File: config.mk
export PLATFORM = sky130hd
export DESIGN_NAME = rans64_ram
export DESIGN_NICKNAME = d
export VERILOG_FILES = /design/src/rans64_ram.sv
export SDC_FILE = /design/constraint.sdc
export NUM_CORES = 2
export LEC_CHECK = 0
export ABC_AREA = 1
export BUFFER_PORTS_ARGS = -buffer_cell sky130_fd_sc_hd__buf_2
export CAP_MARGIN = 30
export CORE_MARGIN = 5
export CORE_UTILIZATION = 40
export CTS_CLUSTER_DIAMETER = 200
export DETAILED_ROUTE_END_ITERATION = 10
export GPL_ROUTABILITY_DRIVEN = 1
export PLACE_DENSITY = 0.58
export SETUP_SLACK_MARGIN = 0.3
export SLEW_MARGIN = 30
export SYNTH_ARGS = -nofsm -noshare
export SYNTH_HDL_FRONTEND = slang
export SYNTH_SLANG_ARGS = --single-unit
File: constraint.sdc
create_clock -name aclk -period 2 [get_ports aclk]
set_clock_uncertainty 0.05 [all_clocks]
set_input_delay 0 -clock aclk [delete_from_list [all_inputs] [get_ports aclk]]
set_output_delay 0 -clock aclk [all_outputs]
set_load 0.03 [all_outputs]
File: src/rans64_ram.sv
`default_nettype none
module rans64_ram #(
    parameter int WIDTH = 8,
    parameter int DEPTH = 256
) (
    input  wire logic                     aclk,
    input  wire logic                     we,
    input  wire logic [$clog2(DEPTH)-1:0] waddr,
    input  wire logic [WIDTH-1:0]         wdata,
    input  wire logic                     re,
    input  wire logic [$clog2(DEPTH)-1:0] raddr,
    output logic      [WIDTH-1:0]         rdata
);

    logic [WIDTH-1:0] mem [DEPTH];

    always_ff @(posedge aclk) begin
        if (we) begin
            mem[waddr] <= wdata;
        end
        if (re) begin
            rdata <= mem[raddr];
        end
    end

endmodule
`default_nettype wire

==> metrics.cfg <==
[timing]
rsz0062_at_grt = true
setup_tns_ns = 0
slew_headroom_pct = 24.9
hold_violations = 0
setup_slack_ns = 0.282
worst_pin_slew_ns = 1.13
final.period_utilization_pct = 85.9
final_max_slew_viol_count = 0
fmax_ghz = 0.582
finalCriticalPeriod_ns = 1.72
final-setup-viol-count = 0

[clock_tree]
clk_latency_ns = 0.87
post_cts_buffers = 0
cts_made_buffers = 209
clk_pin_slew_ns = 0.06
cts_sinks = 2056
clockBufferDepth = 3
clockRootBuffer = clkbuf_16
cts_max_level = 4
cts_tree = built

[power_and_ir_drop]
combPwrFrac_pct = 7.5
swShare_pct = 23.2
sequentialPowerShare_pct = 51.7
intPower_mw = 70.7
p_sw_mw = 21.3
p_leak_nw = 36.1
vdd_ir_drop_max_mv = 0.900
power_density_nw_per_um2 = 910
clkPwrFrac_pct = 40.8

[status]
status = complete, no violations

[finish]
drive_gt1_share_pct = 18.4
register_area_um2 = 61700
postLayoutCellArea_um2 = 101000
final_cell_mix = nand2_1, edfxtp_1, nand3_1, buf_4, nand3_2
nNetsFinal = 7529
syn_to_final_growth_pct = 21.1
multi_input_area_um2 = 21400
final_common_cell = nand2_1
fillers = 18200

[logic_synthesis]
synth.distinct_cells = 13
syn_nets = 7030
yosysSeqAreaShare_pct = 74.0
ys_seq_elements = 2056
synthCells = 7003
syn_avg_cell_area_um2 = 11.9
ys_warn_count = 0
mappedNetlistArea_um2 = 83500

[global_route]
grt_max_degree = 87
antenna_found_initial = 8
grt_usage_pct = 22.2
grt_pass1_vias = 55100
grt_first_pass_wirelength_mm = 364
overflow = 0

[placement]
dp_slack_ns = -0.398
place.gp.congestion = 0.871
dpl_cell_area_um2 = 92000
port_buffers = 34
dp_hpwl_mm = 153

[floorplan]
core_area_um2 = 207000
die_area_um2 = 218000
num_rows = 167
ios = 35
initial_core_util_pct = 40.3
dieHeight_um = 467
die_x_um = 467

[run]
drv_cap = 0

[drt]
routed_wl_mm = 246
vias = 56700
via_per_inst = 5.42
final_antenna_net_count = 0
drtPass1Iterations = 7
drc_errors = 0
wl_per_cell_um = 23.5
drt_iter0_markers = 5886

[critical_path]
path_class = reg2reg
critPathArrivalTime_ns = 2.29
cp-end-kind = flip-flop
rrSetupSlack_ns = 0.28
cp.required_ns = 2.57
cp-start-kind = flip-flop
path_max_fanout = 1

[min_path]
hold_path.class = in2reg

[path summary, 6_finish.rpt]
kind / from / to / depth (start not counted)
max reg2reg: mem[71][3]$_DFFE_PP_ / rdata[3]$_DFFE_PP_ / 11
min reg2reg: mem[164][4]$_DFFE_PP_ / rdata[4]$_DFFE_PP_ / 10
min: raddr[3] / rdata[4]$_DFFE_PP_ / 9
max: mem[71][3]$_DFFE_PP_ / rdata[3]$_DFFE_PP_ / 11
[per-layer routing]
layer	global-route usage, %	part of all wire (%)	vias to the layer above	wire length (um)
met5	0	0.0033	-	8
met4	7.92	3.6	2	8800
met3	3.90	7.8	434	19200
met2	36.0	48	2275	117000
met1	30.3	41	28100	101000
li1	-	-	25900	-
[worst max-delay path: stages (launching register included)]
cell and delay [ns]:
edfxtp_1 0.38, nand2_1 0.08, nand3_1 0.11, nand3_1 0.12, nand3_2 0.11, nand3_2 0.13, nand3_2 0.09, nand3_2 0.08
buf_6 0.12, nand2_4 0.07, nand2_4 0.08, nand2_2 0.06
[final cells by class]
type                       instances  share of cell area (%)
antenna                            3                 0.00743
clock buffer                     260                    5.43
clock inverter                   127                    1.05
inverter                          39                   0.178
multi-input combinational       4425                    21.2
sequential                      2056                    61.1
tap                             2788                    3.45
timing repair buffer             771                    7.66
[cell usage after synthesis]
cell type / number / area (um^2)
inv_2: 2 / 7.51
edfxtp_1: 2056 / 61700
nand2_1: 2123 / 7970
buf_8: 1 / 15.0
buf_4: 46 / 345
inv_4: 1 / 6.26
nor2_1: 283 / 1060
buf_1: 40 / 150
inv_1: 36 / 135
buf_6: 16 / 180
buf_2: 268 / 1340
clkbuf_1: 112 / 420
nand3_1: 2019 / 10100
[per-stage QoR]
step	total power [mW]	hold WS, ns	utilization, %	instances
finish	92.0	0.0705	48.8	10500
detailed placement	54.8	0.301	44.4	10100
global placement	54.7	0.302	44.4	10100
global route	95.0	0.0561	48.8	10500
floorplan	51.4	0.0489	-	7003
CTS	92.4	0.00769	48.3	10500
[cells by family (layout without fill, tap and decap cells)]
logic type,Yosys count,count (layout),share of synthesized area [%]
buffers and inverters,522,1197,3.12
DFF,2056,2056,74.0
other,0,3,0
and+or+nand+nor,4425,4425,22.9
[flip-flops by register name (all words and copies together), names as in the netlist]
name / count
rdata: 8
mem: 2048
[timing repair]
action,in CTS,in global routing
gates resized for setup,268,191
hold buffers,25,0
endpoints found under the setup margin,12,9
hold endpoints to repair,2484,0
pin swaps,55,108
[power by group through the flow]
stage / Clock, mW / Combinational [mW] / Sequential [mW]
after floorplan: 0 / 2.93 / 48.5
after global placement: 0 / 6.26 / 48.5
after detailed placement: 0 / 6.29 / 48.5
after CTS: 38.2 / 6.67 / 47.6
after global routing: 40.1 / 7.37 / 47.5
final: 37.5 / 6.90 / 47.6
No activity file was read; power rests on OpenSTA's default activity.
